File: config.mk
export PLATFORM = sky130hd
export DESIGN_NAME = rotary_encoder_accel_counter_core_flat
export DESIGN_NICKNAME = d
export VERILOG_FILES = /design/src/design/raccel_pkg.sv /design/src/design/raccel_if.sv /design/src/design/raccel_csr.sv /design/src/design/raccel_update.sv /design/src/design/rotary_encoder_accel_counter_core.sv /design/src/flat_wrapper.sv
export SDC_FILE = /design/constraint.sdc
export NUM_CORES = 1
export LEC_CHECK = 0
export ABC_AREA = 1
export ABC_CLOCK_PERIOD_IN_PS = 13700
export BUFFER_PORTS_ARGS = -buffer_cell sky130_fd_sc_hd__buf_2
export CAP_MARGIN = 40
export CORE_UTILIZATION = 40
export CTS_CLUSTER_DIAMETER = 120
export CTS_CLUSTER_SIZE = 8
export DETAILED_ROUTE_END_ITERATION = 8
export MAX_ROUTING_LAYER = met4
export PLACE_DENSITY = 0.56
export SYNTH_ARGS = -nofsm -noshare
export SYNTH_HDL_FRONTEND = slang
export SYNTH_SLANG_ARGS = --single-unit
File: constraint.sdc
create_clock -name clock -period 13.7 [get_ports clock]
set_input_delay 2.74 -clock clock [delete_from_list [all_inputs] [get_ports clock]]
set_output_delay 2.74 -clock clock [all_outputs]
set_load 0.02 [all_outputs]
File: src/design/raccel_pkg.sv
`timescale 1ns / 1ps

package raccel_pkg;

   localparam int POS_W      = 16;
   localparam int STEP_W     = 8;
   localparam int MS_W       = 16;
   localparam int TIME_W     = 32;
   localparam int WIDE_W     = POS_W + 2;
   localparam int CSR_IDX_W  = 3;
   localparam int CSR_DATA_W = 16;

   // request kinds
   localparam logic REQ_EVENT = 1'b0;
   localparam logic REQ_WRITE = 1'b1;

   typedef enum logic [CSR_IDX_W-1:0] {
      CSR_MIN_POSITION   = 3'd0,
      CSR_MAX_POSITION   = 3'd1,
      CSR_SLOW_STEP      = 3'd2,
      CSR_FAST_STEP      = 3'd3,
      CSR_WRAP_ENABLE    = 3'd4,
      CSR_FAST_WINDOW_MS = 3'd5,
      CSR_LONG_PRESS_MS  = 3'd6
   } csr_index_type;

   localparam logic signed [POS_W-1:0] MIN_POSITION_RST   = -16'sd32767;
   localparam logic signed [POS_W-1:0] MAX_POSITION_RST   = 16'sd32766;
   localparam logic [STEP_W-1:0]       SLOW_STEP_RST      = 8'd1;
   localparam logic [STEP_W-1:0]       FAST_STEP_RST      = 8'd2;
   localparam logic                    WRAP_ENABLE_RST    = 1'b0;
   localparam logic [MS_W-1:0]         FAST_WINDOW_MS_RST = 16'd300;
   localparam logic [MS_W-1:0]         LONG_PRESS_MS_RST  = 16'd1000;

   typedef struct packed {
      logic signed [POS_W-1:0] min_position;
      logic signed [POS_W-1:0] max_position;
      logic [STEP_W-1:0]       slow_step;
      logic [STEP_W-1:0]       fast_step;
      logic                    wrap_enable;
      logic [MS_W-1:0]         fast_window_ms;
      logic [MS_W-1:0]         long_press_ms;
   } cfg_type;

   typedef struct packed {
      logic signed [POS_W-1:0] position;
      logic                    armed;
      logic [TIME_W-1:0]       low_start_time;
      logic [TIME_W-1:0]       last_move_time;
      logic                    direction;
   } state_type;

   typedef struct packed {
      logic                    req_type;
      logic                    a_level;
      logic                    b_level;
      logic [TIME_W-1:0]       now_ms;
      logic signed [POS_W-1:0] write_value;
   } req_item_type;

   typedef struct packed {
      logic signed [POS_W-1:0] position;
      logic                    moved;
      logic                    write_accepted;
   } rsp_item_type;

endpackage

File: src/design/raccel_if.sv
`timescale 1ns / 1ps

interface raccel_req_if import raccel_pkg::*; ();
   logic                    valid;
   logic                    ready;
   logic                    req_type;
   logic                    a_level;
   logic                    b_level;
   logic [TIME_W-1:0]       now_ms;
   logic signed [POS_W-1:0] write_value;

   modport source (output valid, req_type, a_level, b_level, now_ms, write_value,
                   input ready);
   modport sink   (input valid, req_type, a_level, b_level, now_ms, write_value,
                   output ready);
endinterface

interface raccel_rsp_if import raccel_pkg::*; ();
   logic                    valid;
   logic                    ready;
   logic signed [POS_W-1:0] position;
   logic                    moved;
   logic                    write_accepted;

   modport source (output valid, position, moved, write_accepted, input ready);
   modport sink   (input valid, position, moved, write_accepted, output ready);
endinterface

interface raccel_csr_if import raccel_pkg::*; ();
   logic                  valid;
   logic                  ready;
   logic [CSR_IDX_W-1:0]  index;
   logic [CSR_DATA_W-1:0] data;

   modport source (output valid, index, data, input ready);
   modport sink   (input valid, index, data, output ready);
endinterface

File: src/design/raccel_csr.sv
`timescale 1ns / 1ps

module raccel_csr import raccel_pkg::*; (
   input  logic                  clock,
   input  logic                  reset,
   input  logic                  wr_en,
   input  logic [CSR_IDX_W-1:0]  wr_index,
   input  logic [CSR_DATA_W-1:0] wr_data,
   output cfg_type               cfg
);

   cfg_type cfg_ff;
   cfg_type cfg_in;

   always_comb begin
      cfg_in = cfg_ff;
      if (wr_en) begin
         case (csr_index_type'(wr_index))
            CSR_MIN_POSITION:   cfg_in.min_position   = $signed(wr_data[POS_W-1:0]);
            CSR_MAX_POSITION:   cfg_in.max_position   = $signed(wr_data[POS_W-1:0]);
            CSR_SLOW_STEP:      cfg_in.slow_step      = wr_data[STEP_W-1:0];
            CSR_FAST_STEP:      cfg_in.fast_step      = wr_data[STEP_W-1:0];
            CSR_WRAP_ENABLE:    cfg_in.wrap_enable    = wr_data[0];
            CSR_FAST_WINDOW_MS: cfg_in.fast_window_ms = wr_data[MS_W-1:0];
            CSR_LONG_PRESS_MS:  cfg_in.long_press_ms  = wr_data[MS_W-1:0];
            default:            cfg_in = cfg_ff;
         endcase
      end
   end

   always_ff @(posedge clock) begin
      if (reset) begin
         cfg_ff.min_position   <= MIN_POSITION_RST;
         cfg_ff.max_position   <= MAX_POSITION_RST;
         cfg_ff.slow_step      <= SLOW_STEP_RST;
         cfg_ff.fast_step      <= FAST_STEP_RST;
         cfg_ff.wrap_enable    <= WRAP_ENABLE_RST;
         cfg_ff.fast_window_ms <= FAST_WINDOW_MS_RST;
         cfg_ff.long_press_ms  <= LONG_PRESS_MS_RST;
      end else begin
         cfg_ff <= cfg_in;
      end
   end

   assign cfg = cfg_ff;

endmodule

File: src/design/raccel_update.sv
`timescale 1ns / 1ps

module raccel_update import raccel_pkg::*; (
   input  cfg_type      cfg,
   input  state_type    state,
   input  req_item_type item,
   output state_type    state_nxt,
   output rsp_item_type result
);

   logic [TIME_W-1:0]        low_age;
   logic [TIME_W-1:0]        move_age;
   logic                     long_low;
   logic                     rearm_late;
   logic [STEP_W-1:0]        fast_eff;
   logic [STEP_W-1:0]        step;
   logic signed [WIDE_W-1:0] step_w;
   logic signed [WIDE_W-1:0] pos_w;
   logic signed [WIDE_W-1:0] min_w;
   logic signed [WIDE_W-1:0] max_w;
   logic signed [WIDE_W-1:0] sum;
   logic signed [WIDE_W-1:0] clamp_hi;
   logic signed [WIDE_W-1:0] clamp_lo;
   logic                     in_bounds;

   always_comb begin
      low_age    = item.now_ms - state.low_start_time;
      move_age   = item.now_ms - state.last_move_time;
      long_low   = low_age >= TIME_W'(cfg.long_press_ms);
      rearm_late = low_age > TIME_W'(cfg.long_press_ms);

      fast_eff = (cfg.fast_step > cfg.slow_step) ? cfg.fast_step : cfg.slow_step;
      step     = (move_age < TIME_W'(cfg.fast_window_ms)) ? fast_eff : cfg.slow_step;

      // wide add so nothing wraps at the position width
      step_w = $signed({{(WIDE_W-STEP_W){1'b0}}, step});
      pos_w  = WIDE_W'(state.position);
      min_w  = WIDE_W'(cfg.min_position);
      max_w  = WIDE_W'(cfg.max_position);
      sum    = state.direction ? (pos_w - step_w) : (pos_w + step_w);

      // upper bound first, then lower bound on the adjusted value
      clamp_hi = (sum > max_w) ? (cfg.wrap_enable ? min_w : max_w) : sum;
      clamp_lo = (clamp_hi < min_w) ? (cfg.wrap_enable ? max_w : min_w) : clamp_hi;

      in_bounds = (item.write_value >= cfg.min_position) &&
                  (item.write_value <= cfg.max_position);

      state_nxt             = state;
      result.moved          = 1'b0;
      result.write_accepted = 1'b0;

      case (item.req_type)
         REQ_WRITE: begin
            if (in_bounds) begin
               state_nxt.position    = item.write_value;
               result.write_accepted = 1'b1;
            end
         end
         REQ_EVENT: begin
            if (!item.a_level) begin
               if (!state.armed || rearm_late) begin
                  state_nxt.armed          = 1'b1;
                  state_nxt.low_start_time = item.now_ms;
                  state_nxt.direction      = item.b_level;
               end
            end else if (state.armed) begin
               if (!long_low) begin
                  state_nxt.last_move_time = item.now_ms;
                  state_nxt.position       = clamp_lo[POS_W-1:0];
                  result.moved             = 1'b1;
               end
               state_nxt.armed = 1'b0;
            end
         end
         default: state_nxt = state;
      endcase

      result.position = state_nxt.position;
   end

endmodule

File: src/design/rotary_encoder_accel_counter_core.sv
`timescale 1ns / 1ps

// Rotary encoder position counter with acceleration.
//
// req_ch carries one item per transfer: a channel A level change (with the
// B level and a millisecond timestamp) or a position write. rsp_ch returns
// exactly one result per item: the position after the item, whether a step
// was applied, and whether a write was taken. csr_ch writes the seven
// configuration registers by index; it is always ready and should only be
// used while no item is in flight.
//
// An item is held in the input register and moves to the result register
// once that register is free or draining; its result is then offered on
// rsp_ch. Throughput is one item per cycle while rsp_ch does not stall; the
// only recurrence is the position/arming state, updated in one pass as an
// item moves to the result register.
//
// Reset clears both pipeline valids, the position and the arming/timing
// state, and loads the register defaults. When rsp_ch stalls, the result is
// held; one more item may wait in the input register, then req_ch backs up.

module rotary_encoder_accel_counter_core import raccel_pkg::*; (
   input  logic clock,
   input  logic reset,
   raccel_req_if.sink   req_ch,
   raccel_rsp_if.source rsp_ch,
   raccel_csr_if.sink   csr_ch
);

   cfg_type      cfg;
   state_type    state_ff;
   state_type    state_in;
   state_type    state_nxt;
   req_item_type req_item;
   req_item_type in_item_ff;
   req_item_type in_item_in;
   rsp_item_type rsp_item;
   rsp_item_type out_item_ff;
   rsp_item_type out_item_in;
   logic         in_valid_ff;
   logic         in_valid_in;
   logic         out_valid_ff;
   logic         out_valid_in;
   logic         advance;
   logic         req_xfer;

   // configuration registers
   raccel_csr u_csr (
      .clock    (clock),
      .reset    (reset),
      .wr_en    (csr_ch.valid),
      .wr_index (csr_ch.index),
      .wr_data  (csr_ch.data),
      .cfg      (cfg)
   );
   assign csr_ch.ready = 1'b1;

   // gather the request payload
   assign req_item.req_type    = req_ch.req_type;
   assign req_item.a_level     = req_ch.a_level;
   assign req_item.b_level     = req_ch.b_level;
   assign req_item.now_ms      = req_ch.now_ms;
   assign req_item.write_value = req_ch.write_value;

   // advance the held item when the result register is free or draining
   assign advance      = in_valid_ff && (!out_valid_ff || rsp_ch.ready);
   assign req_ch.ready = !in_valid_ff || advance;
   assign req_xfer     = req_ch.valid && req_ch.ready;

   raccel_update u_update (
      .cfg       (cfg),
      .state     (state_ff),
      .item      (in_item_ff),
      .state_nxt (state_nxt),
      .result    (rsp_item)
   );

   always_comb begin
      in_valid_in  = req_xfer ? 1'b1 : (advance ? 1'b0 : in_valid_ff);
      in_item_in   = req_xfer ? req_item : in_item_ff;
      // drop the result once taken, unless a new one replaces it
      out_valid_in = advance ? 1'b1 : (rsp_ch.ready ? 1'b0 : out_valid_ff);
      out_item_in  = advance ? rsp_item : out_item_ff;
      state_in     = advance ? state_nxt : state_ff;
   end

   always_ff @(posedge clock) begin
      if (reset) begin
         in_valid_ff             <= 1'b0;
         out_valid_ff            <= 1'b0;
         state_ff.position       <= '0;
         state_ff.armed          <= 1'b0;
         state_ff.low_start_time <= '0;
         state_ff.last_move_time <= '0;
         state_ff.direction      <= 1'b0;
      end else begin
         in_valid_ff  <= in_valid_in;
         out_valid_ff <= out_valid_in;
         state_ff     <= state_in;
      end
      in_item_ff  <= in_item_in;
      out_item_ff <= out_item_in;
   end

   assign rsp_ch.valid          = out_valid_ff;
   assign rsp_ch.position       = out_item_ff.position;
   assign rsp_ch.moved          = out_item_ff.moved;
   assign rsp_ch.write_accepted = out_item_ff.write_accepted;

`ifndef NO_ASSERTIONS
   // a result never reports both a step and a taken write
   assert property (@(posedge clock) disable iff (reset)
      out_valid_ff |-> !(out_item_ff.moved && out_item_ff.write_accepted))
      else $error("result flags both moved and write_accepted");

   // the counter state only changes when an item moves to the result register
   assert property (@(posedge clock) disable iff (reset)
      !advance |=> $stable(state_ff))
      else $error("state changed without an item advancing");

   // a step always disarms
   assert property (@(posedge clock) disable iff (reset)
      advance && rsp_item.moved |=> !state_ff.armed)
      else $error("block still armed after a step");

   // a taken write lies inside the bounds
   assert property (@(posedge clock) disable iff (reset)
      out_valid_ff && out_item_ff.write_accepted |->
         (out_item_ff.position >= cfg.min_position) &&
         (out_item_ff.position <= cfg.max_position))
      else $error("accepted write outside bounds");
`endif

endmodule
File: src/flat_wrapper.sv
// flat-port wrapper written by rule: the top's interface ports become plain ports
module rotary_encoder_accel_counter_core_flat import raccel_pkg::*;
  (clock, reset, req_ch_valid, req_ch_req_type, req_ch_a_level, req_ch_b_level, req_ch_now_ms, req_ch_write_value, req_ch_ready, rsp_ch_valid, rsp_ch_position, rsp_ch_moved, rsp_ch_write_accepted, rsp_ch_ready, csr_ch_valid, csr_ch_index, csr_ch_data, csr_ch_ready);
  raccel_req_if req_ch_i ();
  raccel_rsp_if rsp_ch_i ();
  raccel_csr_if csr_ch_i ();
  input  logic clock;
  input  logic reset;
  input wire logic [$bits(req_ch_i.valid)-1:0] req_ch_valid;
  input wire logic [$bits(req_ch_i.req_type)-1:0] req_ch_req_type;
  input wire logic [$bits(req_ch_i.a_level)-1:0] req_ch_a_level;
  input wire logic [$bits(req_ch_i.b_level)-1:0] req_ch_b_level;
  input wire logic [$bits(req_ch_i.now_ms)-1:0] req_ch_now_ms;
  input wire logic [$bits(req_ch_i.write_value)-1:0] req_ch_write_value;
  output wire logic [$bits(req_ch_i.ready)-1:0] req_ch_ready;
  output wire logic [$bits(rsp_ch_i.valid)-1:0] rsp_ch_valid;
  output wire logic [$bits(rsp_ch_i.position)-1:0] rsp_ch_position;
  output wire logic [$bits(rsp_ch_i.moved)-1:0] rsp_ch_moved;
  output wire logic [$bits(rsp_ch_i.write_accepted)-1:0] rsp_ch_write_accepted;
  input wire logic [$bits(rsp_ch_i.ready)-1:0] rsp_ch_ready;
  input wire logic [$bits(csr_ch_i.valid)-1:0] csr_ch_valid;
  input wire logic [$bits(csr_ch_i.index)-1:0] csr_ch_index;
  input wire logic [$bits(csr_ch_i.data)-1:0] csr_ch_data;
  output wire logic [$bits(csr_ch_i.ready)-1:0] csr_ch_ready;
  assign req_ch_i.valid = req_ch_valid;
  assign req_ch_i.req_type = req_ch_req_type;
  assign req_ch_i.a_level = req_ch_a_level;
  assign req_ch_i.b_level = req_ch_b_level;
  assign req_ch_i.now_ms = req_ch_now_ms;
  assign req_ch_i.write_value = req_ch_write_value;
  assign req_ch_ready = req_ch_i.ready;
  assign rsp_ch_valid = rsp_ch_i.valid;
  assign rsp_ch_position = rsp_ch_i.position;
  assign rsp_ch_moved = rsp_ch_i.moved;
  assign rsp_ch_write_accepted = rsp_ch_i.write_accepted;
  assign rsp_ch_i.ready = rsp_ch_ready;
  assign csr_ch_i.valid = csr_ch_valid;
  assign csr_ch_i.index = csr_ch_index;
  assign csr_ch_i.data = csr_ch_data;
  assign csr_ch_ready = csr_ch_i.ready;
  rotary_encoder_accel_counter_core u_core (.clock(clock), .reset(reset), .req_ch(req_ch_i), .rsp_ch(rsp_ch_i), .csr_ch(csr_ch_i));
endmodule
==> qor.txt <==
type of the tightest min-delay check -> flop to flop
synthesis-stage register bit count -> 234
Setup CP Type -> flop to flop
RR Endpoint -> u_core.rsp_ch.position[7]
share of synthesized area occupied by flip-flops and latches -> 30.2%
worst skew pair latency -> 550 ps
post-cts resize count -> 0
Critical Path AT -> 11240 ps
GR peak layer -> met2
residual DRC count -> 0
Area Overhead vs Synth -> 11.3%
initial DRC count -> 1118
count of flip-flops with a built-in enable after synthesis -> 69
TritonCTS Buffers -> 35
Die X-Extent -> 213 um
fin area -> 0.0198 mm2
Final Wtd Congestion -> 0.948
clk buf depth -> 3
syn nets -> 2877
Total Die Area -> 0.0453 mm2
endpoints failing setup -> 0
initial antenna violation count -> 1
vias in the first global route -> 16.5k
final worst slack -> 2760 ps
drt pass-1 iters -> 5
first-pass GRT wire length -> 90.6 mm
WL/cell -> 17.8 um
Mapped Cells -> 2614
hold path depth -> 2
RSZ-0062 raised after global routing -> no
Die Ht -> 213 um
FF-to-FF path depth -> 58
CTS sink count -> 234
Worst Path Required -> 14000 ps
Comb power frac -> 26.9%
slew margin rel. -> 33.0%
clock power share -> 37.6%
total number of vias -> 16.8k
Net Sw Frac -> 34.7%
GR Util met1 -> 29.7%
PwrDens -> 109 mW/mm2
maxcap violations -> 0
io pins -> 96
startpoint of the worst hold path -> u_core.state_ff[21]
Tot Pwr -> 2.16 mW
CTS clk-pin slew, worst paths -> 50 ps
CP Capture Type -> flop
root buffer cell -> clkbuf_16
nets@finish -> 2951
drt via density -> 5.11
min cycle time layout -> 10940 ps
largest net degree at the start of global routing -> 66
period utilisation layout -> 79.8%
proportion of layout cells with a drive suffix above 1 -> 8.56%
Setup TNS Final -> 0 ps
CTS Hold Buffers Added -> 0
hold path endpoint -> u_core.state_ff[21]
grt total ovfl -> 0
async set-reset flop share out of synthesis -> 0%
status -> completed
core area -> 0.0435 mm2
Critical Path Most Common Cell -> nand2_1
Pleak -> 9.55 nW
mapped cell area -> 0.0178 mm2
max frequency -> 91.4 MHz
top fanout value on the critical path -> 21
Placement Setup Slack -> 2750 ps
CTS tree -> built
Antenna Cells -> 0
row count -> 76
starting density of the core -> 40.9%
Critical-path top delay cell -> nand2_1
Slew @ Worst Pin -> 997 ps
crit-path max cell delay -> 700 ps
flop2flop setup slack -> 2760 ps
grt met3 use -> 3.32%
Sequential Power Share -> 35.5%
Fin. Hold Viols -> 0
Worst Setup Start Kind -> flop
postcts setup bufs -> 0
final WL -> 58.7 mm
VDD IR max -> 0.0931 mV
internal power consumption -> 1.41 mW
synth unique cells -> 55
H-Tree Level Count -> 2
Main synth FF type -> dfxtp_1
IO buf count -> 94
hpwl dp -> 47.0 mm
Psw -> 0.751 mW
yosys warns -> 0
mean post-synth cell area -> 6.81 um2
RR Startpoint -> u_core.in_item_ff[17]
Total GRT Usage -> 27.3%
Slew Limit Fails -> 0
ANT nets after route -> 0
met2 GRT Util -> 47.5%
post-placement cell area -> 0.0188 mm2
Fin Clk Skew -> 27.3 ps
-- worst max-delay path: cells and delay by family, from the launching register on --
family	cells	cell delay [ps]
buf+inv	9	1050
simple gates	30	4210
compound gates	11	2530
xor+xnor	2	370
fa+ha+maj	6	1990
flops	1	520
-- flip-flops by register name (all words and copies together) (netlist names) --
signal                        cells
u_core.u_csr.cfg                 81
u_core.rsp_ch.valid               1
u_core.state_ff                  82
u_core.in_valid_ff                1
u_core.rsp_ch.position           16
u_core.rsp_ch.write_accepted      1
u_core.in_item_ff                51
u_core.rsp_ch.moved               1
-- cell type report --
type | instances | area [um2]
fill | 4554 | 23700
multi-input combinational | 1854 | 10400
sequential | 234 | 5380
inverter | 458 | 1720
clock buffer | 55 | 951
tap | 585 | 732
timing repair buffer | 105 | 606
clock inverter | 4 | 35.0
-- logic make-up (layout without fill, tap and decap cells) --
logic type	Yosys count	after routing	synth area share, %
DFF	234	234	30.2
buffers and inverters	526	622	11.4
adders and majority gates	188	188	13.3
xor gates and xnor gates	53	53	2.61
and+or+nand+nor	1085	1085	25.8
other	1	1	0.0211
AOI/OAI and AO/OA	527	527	16.5
-- metrics by stage --
step                      util, %  std cells  hold slack, ps
after floorplan                 -       2614             433
after global placement       43.1       3232             443
after detailed placement     43.3       3236             449
after CTS                    45.6       3295             457
after global routing         45.6       3295             471
final                        45.6       3295             453
-- worst max-delay path by stage --
stage | start | slack [ps] | cells after the start | endpoint
floorplan | u_core.in_item_ff[16] | 5240 | 63 | u_core.rsp_ch.position[1]
global placement | u_core.in_item_ff[18] | 3110 | 58 | u_core.rsp_ch.position[14]
detailed placement | u_core.in_item_ff[17] | 2750 | 57 | u_core.rsp_ch.position[15]
CTS | u_core.in_item_ff[17] | 2730 | 57 | u_core.rsp_ch.position[15]
global route | u_core.in_item_ff[21] | 1600 | 59 | u_core.rsp_ch.position[7]
finish | u_core.in_item_ff[17] | 2760 | 58 | u_core.rsp_ch.position[7]
-- cell usage after synthesis (28+ instances only) --
cell type | n | area, um2
a21oi_2 | 29 | 254
nand2_1 | 689 | 2590
xor2_1 | 45 | 394
o21ai_0 | 149 | 746
nand3_1 | 147 | 736
o211ai_1 | 35 | 263
dfxtp_1 | 165 | 3300
nor2_1 | 143 | 537
o21ai_1 | 65 | 325
clkbuf_1 | 50 | 188
nand4_1 | 28 | 175
inv_1 | 442 | 1660
ha_1 | 185 | 2310
a21oi_1 | 209 | 1050
edfxtp_1 | 69 | 2070
-- routing by layer --
layer,part of all wire [%],vias up
li1,-,8672
met1,41,7601
met2,49,398
met3,3.6,151
met4,6.6,0
met5,0,-
-- power groups by stage --
stage          Combinational [mW]  Clock [mW]  Sequential, mW
2_1_floorplan               0.405           0           0.777
3_3_place_gp                0.568           0           0.782
3_5_place_dp                0.579           0           0.783
4_1_cts                     0.582       0.832           0.769
5_1_grt                     0.659       0.857           0.771
6_report                    0.583       0.813           0.769
-- cell usage in the layout, fill, tap and decap left out, types with 4 or more instances in the layout --
cell type	n
nand2_1	689
clkbuf_1	20
nand2_2	17
o21a_1	9
nor2_2	9
xor2_1	45
nor3_1	18
xnor2_1	8
inv_2	14
clkbuf_16	35
dfxtp_1	165
nor2_1	143
nand3_1	147
o21bai_1	7
o21ai_1	65
nor3_2	4
o211ai_1	35
inv_1	440
a31oi_1	4
a21oi_1	209
o21ai_0	149
buf_4	8
edfxtp_1	69
buf_2	94
nand3b_1	9
nand4_1	28
ha_1	185
a21oi_2	29
nor2_4	5
a21o_1	5
Note: power is estimated with default switching activity, not from simulation.
